[config.mk]
export PLATFORM = sky130hd
export DESIGN_NAME = positional_array_list_unit_flat
export DESIGN_NICKNAME = d
export VERILOG_FILES = /design/src/hdl/pal_pkg.sv /design/src/hdl/pal_req_if.sv /design/src/hdl/pal_rsp_if.sv /design/src/hdl/pal_cell.sv /design/src/hdl/positional_array_list_unit.sv /design/src/flat_wrapper.sv
export SDC_FILE = /design/constraint.sdc
export NUM_CORES = 1
export LEC_CHECK = 0
export BUFFER_PORTS_ARGS = -buffer_cell sky130_fd_sc_hd__buf_2
export CORE_ASPECT_RATIO = 0.8
export CORE_MARGIN = 2
export CORE_UTILIZATION = 45
export CTS_CLUSTER_SIZE = 24
export DETAILED_ROUTE_END_ITERATION = 10
export SYNTH_ARGS = -nofsm -noshare
export SYNTH_HDL_FRONTEND = slang
export SYNTH_SLANG_ARGS = --single-unit
[constraint.sdc]
create_clock -name clk -period 7.1 [get_ports clk]
set_input_delay 2.13 -clock clk [delete_from_list [all_inputs] [get_ports clk]]
set_output_delay 2.13 -clock clk [all_outputs]
set_load 0.1 [all_outputs]
[src/hdl/pal_pkg.sv]
package pal_pkg;

  // Field widths fixed by the request and result formats.
  localparam int DATA_W       = 32;
  localparam int POS_W        = 4;
  localparam int CNT_W        = 5;
  localparam int TYPE_W       = 3;
  localparam int STATUS_W     = 2;
  localparam int CAPACITY_DEF = 16;

  // Number of positions a request can address.
  localparam int POS_SPAN = 2 ** POS_W;

  typedef enum logic [TYPE_W-1:0] {
    REQ_INSERT   = 3'd0,
    REQ_REMOVE   = 3'd1,
    REQ_RETRIEVE = 3'd2,
    REQ_REPLACE  = 3'd3,
    REQ_CLEAR    = 3'd4
  } req_type_t;

  typedef enum logic [STATUS_W-1:0] {
    ST_OK    = 2'd0,
    ST_RANGE = 2'd1,
    ST_FULL  = 2'd2
  } status_t;

  // Command broadcast to every slot cell in the row.
  typedef struct packed {
    logic              ins;
    logic              rem;
    logic              rep;
    logic [POS_W-1:0]  pos;
    logic [DATA_W-1:0] value;
  } cell_cmd_t;

endpackage

[src/hdl/pal_req_if.sv]
interface pal_req_if;
  import pal_pkg::*;

  logic                       valid;
  logic                       ready;
  logic [TYPE_W-1:0]          req_type;
  logic [POS_W-1:0]           position;
  logic signed [DATA_W-1:0]   value;

  modport source (output valid, output req_type, output position, output value,
                  input ready);
  modport sink   (input valid, input req_type, input position, input value,
                  output ready);
endinterface

[src/hdl/pal_rsp_if.sv]
interface pal_rsp_if;
  import pal_pkg::*;

  logic                       valid;
  logic                       ready;
  logic [STATUS_W-1:0]        status;
  logic signed [DATA_W-1:0]   read_value;
  logic [CNT_W-1:0]           entry_count;

  modport source (output valid, output status, output read_value, output entry_count,
                  input ready);
  modport sink   (input valid, input status, input read_value, input entry_count,
                  output ready);
endinterface

[src/hdl/pal_cell.sv]
module pal_cell #(
  parameter int IDX = 0
) (
  input  logic                      clk,
  input  pal_pkg::cell_cmd_t        cmd,
  input  logic [pal_pkg::DATA_W-1:0] left_data,
  input  logic [pal_pkg::DATA_W-1:0] right_data,
  output logic [pal_pkg::DATA_W-1:0] data_o
);
  import pal_pkg::*;

  typedef enum logic [1:0] {
    ACT_HOLD,
    ACT_LOAD,
    ACT_LEFT,
    ACT_RIGHT
  } cell_act_t;

  // Where this cell sits relative to the addressed position.
  localparam bit               BEYOND = (IDX >= POS_SPAN);
  localparam logic [POS_W-1:0] IDX_LO = POS_W'(IDX % POS_SPAN);

  logic [DATA_W-1:0] data_r;
  logic [DATA_W-1:0] data_nxt;
  logic              at_pos;
  logic              past_pos;
  cell_act_t         act;

  assign at_pos   = !BEYOND && (cmd.pos == IDX_LO);
  assign past_pos = BEYOND || (IDX_LO > cmd.pos);

  // Insert opens a gap at the position, remove closes it from above, replace loads it.
  always_comb begin
    act = ACT_HOLD;
    if (cmd.ins) begin
      if (at_pos) begin
        act = ACT_LOAD;
      end else if (past_pos) begin
        act = ACT_LEFT;
      end
    end else if (cmd.rem) begin
      if (at_pos || past_pos) begin
        act = ACT_RIGHT;
      end
    end else if (cmd.rep) begin
      if (at_pos) begin
        act = ACT_LOAD;
      end
    end
  end

  always_comb begin
    unique case (act)
      ACT_LOAD:  data_nxt = cmd.value;
      ACT_LEFT:  data_nxt = left_data;
      ACT_RIGHT: data_nxt = right_data;
      default:   data_nxt = data_r;
    endcase
  end

  always_ff @(posedge clk) begin
    data_r <= data_nxt;
  end

  assign data_o = data_r;

endmodule

[src/hdl/positional_array_list_unit.sv]
// Ordered list of up to CAPACITY signed 32-bit entries kept in a row of slot
// cells. Requests are insert, remove, retrieve, replace and clear; each gives
// exactly one result with a status, a value and the entry count after the
// request. Each result appears in the output register in the cycle after its
// request is accepted, and a new request is accepted in every cycle while the
// output register is empty or being taken. That rate is set by the cell row,
// where every moving cell loads from its left or right neighbor in the same
// cycle, so an insert or remove moves all entries at once. Positions 0 to 15
// can be addressed. Slots hold no reset value; clear only resets the count,
// and a read returns 0 unless the request is a successful retrieve or remove.
module positional_array_list_unit #(
  parameter int CAPACITY = pal_pkg::CAPACITY_DEF
) (
  input  logic       clk,
  input  logic       rst_n,
  pal_req_if.sink    in_req,
  pal_rsp_if.source  out_rsp
);
  import pal_pkg::*;

  localparam int CW   = $clog2(CAPACITY + 1);
  localparam int CMPW = (CW > POS_W) ? CW : POS_W;
  localparam int RD_N = (CAPACITY < POS_SPAN) ? CAPACITY : POS_SPAN;

  logic [CW-1:0]     count_r;
  logic [CW-1:0]     count_nxt;
  logic              out_valid_r;
  logic [STATUS_W-1:0] status_r;
  logic [DATA_W-1:0] read_value_r;
  logic [CNT_W-1:0]  entry_count_r;

  logic              accept;
  logic [CMPW-1:0]   pos_x;
  logic [CMPW-1:0]   cnt_x;
  logic              in_list;
  logic              ins_ok;
  logic              rem_ok;
  logic              rep_ok;
  status_t           status;
  logic [DATA_W-1:0] rd_sel;
  logic [DATA_W-1:0] rd_value;
  cell_cmd_t         cmd;
  logic [DATA_W-1:0] slot_q [CAPACITY];

  // A transfer is taken whenever the result register is free or draining.
  assign in_req.ready = !out_valid_r || out_rsp.ready;
  assign accept       = in_req.valid && in_req.ready;

  assign pos_x   = CMPW'(in_req.position);
  assign cnt_x   = CMPW'(count_r);
  assign in_list = (pos_x < cnt_x);

  // Entry at the addressed position, only the first positions are reachable.
  always_comb begin
    rd_sel = '0;
    for (int i = 0; i < RD_N; i++) begin
      if (in_req.position == POS_W'(i)) begin
        rd_sel = slot_q[i];
      end
    end
  end

  // Request decode and range checks.
  always_comb begin
    status    = ST_OK;
    ins_ok    = 1'b0;
    rem_ok    = 1'b0;
    rep_ok    = 1'b0;
    rd_value  = '0;
    count_nxt = count_r;
    unique case (in_req.req_type)
      REQ_INSERT: begin
        if (count_r == CW'(CAPACITY)) begin
          status = ST_FULL;
        end else if (pos_x > cnt_x) begin
          status = ST_RANGE;
        end else begin
          ins_ok    = 1'b1;
          count_nxt = CW'(count_r + 1'b1);
        end
      end
      REQ_REMOVE: begin
        if (!in_list) begin
          status = ST_RANGE;
        end else begin
          rem_ok    = 1'b1;
          rd_value  = rd_sel;
          count_nxt = CW'(count_r - 1'b1);
        end
      end
      REQ_RETRIEVE: begin
        if (!in_list) begin
          status = ST_RANGE;
        end else begin
          rd_value = rd_sel;
        end
      end
      REQ_REPLACE: begin
        if (!in_list) begin
          status = ST_RANGE;
        end else begin
          rep_ok = 1'b1;
        end
      end
      REQ_CLEAR: begin
        count_nxt = '0;
      end
      default: begin
        status = ST_RANGE;
      end
    endcase
  end

  // Command to the cell row, active only for an accepted request.
  always_comb begin
    cmd.ins   = accept && ins_ok;
    cmd.rem   = accept && rem_ok;
    cmd.rep   = accept && rep_ok;
    cmd.pos   = in_req.position;
    cmd.value = in_req.value;
  end

  // Row of slot cells; each end takes its own edge input.
  for (genvar g = 0; g < CAPACITY; g++) begin : g_cell
    logic [DATA_W-1:0] left_d;
    logic [DATA_W-1:0] right_d;

    if (g == 0) begin : g_first
      assign left_d = in_req.value;
    end else begin : g_mid_l
      assign left_d = slot_q[g-1];
    end

    if (g == CAPACITY - 1) begin : g_last
      assign right_d = slot_q[g];
    end else begin : g_mid_r
      assign right_d = slot_q[g+1];
    end

    pal_cell #(
      .IDX (g)
    ) u_cell (
      .clk        (clk),
      .cmd        (cmd),
      .left_data  (left_d),
      .right_data (right_d),
      .data_o     (slot_q[g])
    );
  end

  // Entry count.
  always_ff @(posedge clk) begin
    if (!rst_n) begin
      count_r <= '0;
    end else if (accept) begin
      count_r <= count_nxt;
    end
  end

  // Result register.
  always_ff @(posedge clk) begin
    if (!rst_n) begin
      out_valid_r <= 1'b0;
    end else if (accept) begin
      out_valid_r <= 1'b1;
    end else if (out_rsp.ready) begin
      out_valid_r <= 1'b0;
    end
  end

  always_ff @(posedge clk) begin
    if (accept) begin
      status_r      <= status;
      read_value_r  <= rd_value;
      entry_count_r <= CNT_W'(count_nxt);
    end
  end

  assign out_rsp.valid       = out_valid_r;
  assign out_rsp.status      = status_r;
  assign out_rsp.read_value  = read_value_r;
  assign out_rsp.entry_count = entry_count_r;

endmodule
[src/flat_wrapper.sv]
// flat-port wrapper written by rule: the top's interface ports become plain ports
module positional_array_list_unit_flat import pal_pkg::*;
#(
  parameter int CAPACITY = pal_pkg::CAPACITY_DEF
)
  (clk, rst_n, in_req_valid, in_req_req_type, in_req_position, in_req_value, in_req_ready, out_rsp_valid, out_rsp_status, out_rsp_read_value, out_rsp_entry_count, out_rsp_ready);
  pal_req_if in_req_i ();
  pal_rsp_if out_rsp_i ();
  input  logic clk;
  input  logic rst_n;
  input wire logic [$bits(in_req_i.valid)-1:0] in_req_valid;
  input wire logic [$bits(in_req_i.req_type)-1:0] in_req_req_type;
  input wire logic [$bits(in_req_i.position)-1:0] in_req_position;
  input wire logic [$bits(in_req_i.value)-1:0] in_req_value;
  output wire logic [$bits(in_req_i.ready)-1:0] in_req_ready;
  output wire logic [$bits(out_rsp_i.valid)-1:0] out_rsp_valid;
  output wire logic [$bits(out_rsp_i.status)-1:0] out_rsp_status;
  output wire logic [$bits(out_rsp_i.read_value)-1:0] out_rsp_read_value;
  output wire logic [$bits(out_rsp_i.entry_count)-1:0] out_rsp_entry_count;
  input wire logic [$bits(out_rsp_i.ready)-1:0] out_rsp_ready;
  assign in_req_i.valid = in_req_valid;
  assign in_req_i.req_type = in_req_req_type;
  assign in_req_i.position = in_req_position;
  assign in_req_i.value = in_req_value;
  assign in_req_ready = in_req_i.ready;
  assign out_rsp_valid = out_rsp_i.valid;
  assign out_rsp_status = out_rsp_i.status;
  assign out_rsp_read_value = out_rsp_i.read_value;
  assign out_rsp_entry_count = out_rsp_i.entry_count;
  assign out_rsp_i.ready = out_rsp_ready;
  positional_array_list_unit #(.CAPACITY(CAPACITY)) u_core (.clk(clk), .rst_n(rst_n), .in_req(in_req_i), .out_rsp(out_rsp_i));
endmodule
==> results.md <==
- Outcome: finished clean
- Synth cell count leaders: edfxtp_1, nand2_1, a21o_1
- # rows: 86
- Area delta synth->final: 10.6%
- Setup Viol. Count Final: 0
- Hold WS: 0.554 ns
- Die Ht: 240 µm
- Relative slew slack: 5.93%
- Die area: 72000 µm²
- Reg2reg start: u_core.cnt_x[2]
- Hold bufs inserted after CTS: 0
- Placed wire-length estimate: 78100 µm
- Crit path from: in_req_position[0]
- EDFF count, synth: 551
- Logic pwr share: 10.9%
- Post-synth ARST share: 0%
- Power after layout: 7670 µW
- Htree depth: 2
- R2R Path End: u_core.g_cell[6].u_cell.data_o[2]
- Post-DRT Antenna Nets: 0
- Net count after synthesis: 2787
- Synthesized area per cell: 11.5 µm²
- Final GP Congestion: 0.933
- Tcrit/Tclk final: 75.1%
- First-pass GRT wire length: 173000 µm
- Netlist cell types: 76
- DRC errors left: 0
- Root Buffer: clkbuf_16
- FF+latch area: 16700 µm²
- Worst-path clk slew: 0.06 ns
- Critical Path RT: 7.31 ns
- Largest net degree at the start of global routing: 120
- Yosys top cell area share: 52.6%
- PortBufs: 83
- Met3 WL: 18800 µm
- Peak VDD IR: 207 µV
- Gr usage total: 32.6%
- Top-count cell post-synth: edfxtp_1
- Ys Warns: 0
- Crit-path max cell delay: 0.77 ns
- Switching Share: 26.2%
- Clock power share: 40.5%
- Max-cap check violation count: 0
- Nets@finish: 2756
- Worst Max-Slew Pin Slew: 1.41 ns
- CP Class: primary input to flop
- Post_cts resized: 0
- TritonCTS Sinks: 557
- Worst Hold Class: flop to flop
- Die width: 300 µm
- Flop2flop setup slack: 2.94 ns
- Initial core utilization: 45.6%
- Sequential power share: 48.6%
- Drt pass-1 iters: 8
- Clk buf depth: 3
- Worst-Skew Late Latency: 0.65 ns
- Vias in the first global route: 24026
- Mapped Cells: 2737
- Seq cells post-synth: 557
- Setup TNS: 0 ns
- Fin. Hold Viols: 0
- WP buf/inv: 3
- Max Used Layer: met4
- Critical path depth: 10
- ANT cells: 0
- Worst R2R Path Depth: 9
- Cell accounting for the most synthesized area: edfxtp_1
- Layout cells sized above 1: 16.1%
- Multi-input logic area: 13900 µm²
- Min Tclk post-route: 5.34 ns
- Worst EP arrival: 5.55 ns
- Initial antenna violation count: 1
- Setup Fix Bufs, Post-CTS: 0
- Final WL: 120000 µm
- Internal: 5660 µW
- Avg WL per Cell: 32.7 µm
- Top cells by area, synth: edfxtp_1, a22o_1, a21o_1
- WL met2: 48200 µm
- F_max: 187 MHz
- Max-slew violations: 0
- Global route total overflow: 0
- Crit path capture: u_core.g_cell[6].u_cell.data_o[2]
- Synth Flop Type: edfxtp_1
- Fillers: 6062
- CTS Buf Count: 59
- WL met1: 50800 µm
- Pwr dens: 221 nW/µm²
- Leakage: 0.0130 µW
- Ordered list of cells on the worst path: clkbuf_8, inv_1, ha_1, nor2b_1, o21ai_2, a21oi_4, buf_4, nor4_4, nor2_4, o21ai_4
- Sequential area share after synthesis: 53.0%
- Core box area: 69000 µm²
- Cell Area, Synth: 31400 µm²
- Via count: 25958
- Net Sw Power: 2010 µW
- CTS tree: done
- Critical path's slowest cell: nor2_4
- CP delay by family, top: compound AO/OA/AOI/OAI gates
- Startpoint types: primary input
- Worst Path Max Fanout: 38
- Worst hold path depth: 2
- Post-DR vias/cell: 7.06
- Worst Skew: 0.0292 ns
- Iteration-0 DRC count of the detailed router: 4377
- RSZ-0062 raised after global routing: false
- Crit end category: flop
- Top Ports: 84
[cells in the final DEF, fill, tap and decap left out, types with 11 or more instances in the layout]
master,count
a21o_1,261
nor2_1,71
and2_1,11
buf_2,80
clkbuf_1,18
mux4_2,50
a22o_1,260
nand3_1,46
a21oi_1,67
o221ai_1,17
nor2b_1,12
o22ai_1,31
buf_4,97
clkinv_2,13
inv_1,11
edfxtp_1,551
a22oi_1,209
nor2_2,12
o21ai_0,167
mux2_1,30
a221oi_1,13
mux2i_1,38
o211ai_1,12
nand2_1,353
mux2_2,62
a211oi_1,17
clkbuf_16,60
[worst reg2reg max path: cells and delay by family (launching register included)]
family	cells	cell delay [ns]
flops	1	0.50
fa+ha+maj	1	0.32
simple gates	4	1.33
compound gates	2	1.02
buf+inv	2	0.55
[sequential cells by signal, indices dropped and copies added, names as in the netlist]
register / count
u_core.cnt_x: 5
u_core.g_cell.u_cell.data_o: 512
u_core.out_rsp.entry_count: 5
u_core.out_rsp.read_value: 32
u_core.out_rsp.status: 2
u_core.out_rsp.valid: 1
[power groups by stage]
| stage | clock (µW) | combinational (µW) | sequential [µW] |
|---|---|---|---|
| after floorplan | 0 | 439 | 3880 |
| after global placement | 0 | 793 | 3800 |
| after detailed placement | 0 | 810 | 3800 |
| after CTS | 3120 | 811 | 3730 |
| after global routing | 3250 | 877 | 3730 |
| final | 3100 | 838 | 3730 |
[per-stage QoR]
| step | instance area [µm²] | utilization [%] | setup WS, ns | cells |
|---|---|---|---|---|
| 2_1_floorplan | 31400 | - | 0.332 | 2737 |
| 3_3_place_gp | 32900 | 47.7 | 1.22 | 3569 |
| 6_report | 34800 | 50.4 | 1.76 | 3678 |
| 3_5_place_dp | 32900 | 47.7 | 1.17 | 3569 |
| 4_1_cts | 34800 | 50.4 | 1.83 | 3678 |
| 5_1_grt | 34800 | 50.4 | 1.52 | 3678 |
[layout make-up]
cell class / count / share of cell area [%]
Timing Repair Buffer: 180 / 3.40
Clock buffer: 78 / 4.51
Tap cell: 924 / 3.32
Multi-Input combinational cell: 1896 / 39.9
Sequential cell: 557 / 47.9
Inverter: 12 / 0.129
Clock inverter: 31 / 0.824
[logic make-up after synthesis]
kind of cell	count (synthesis)	synth area share [%]
AOI/OAI and AO/OA	1131	26.3
xor gates and xnor gates	1	0.0279
adders and majority gates	7	0.279
buffers and inverters	284	4.02
DFF	557	53.0
muxes	180	8.08
and+or+nand+nor	577	8.29
[metal layers]
layer	global-route usage, %	vias to the layer above
li1	-	10757
met1	49.9	12977
met2	44.1	2050
met3	10.8	174
met4	7.41	0
met5	0	-
[worst min-delay path by stage]
stage                          startpoint              end
after floorplan           u_core.cnt_x[1]  u_core.cnt_x[1]
after global placement    u_core.cnt_x[1]  u_core.cnt_x[1]
after detailed placement  u_core.cnt_x[1]  u_core.cnt_x[1]
after CTS                 u_core.cnt_x[1]  u_core.cnt_x[1]
after global routing      u_core.cnt_x[1]  u_core.cnt_x[1]
final                     u_core.cnt_x[1]  u_core.cnt_x[1]
Power figures use the tool's default switching activity.
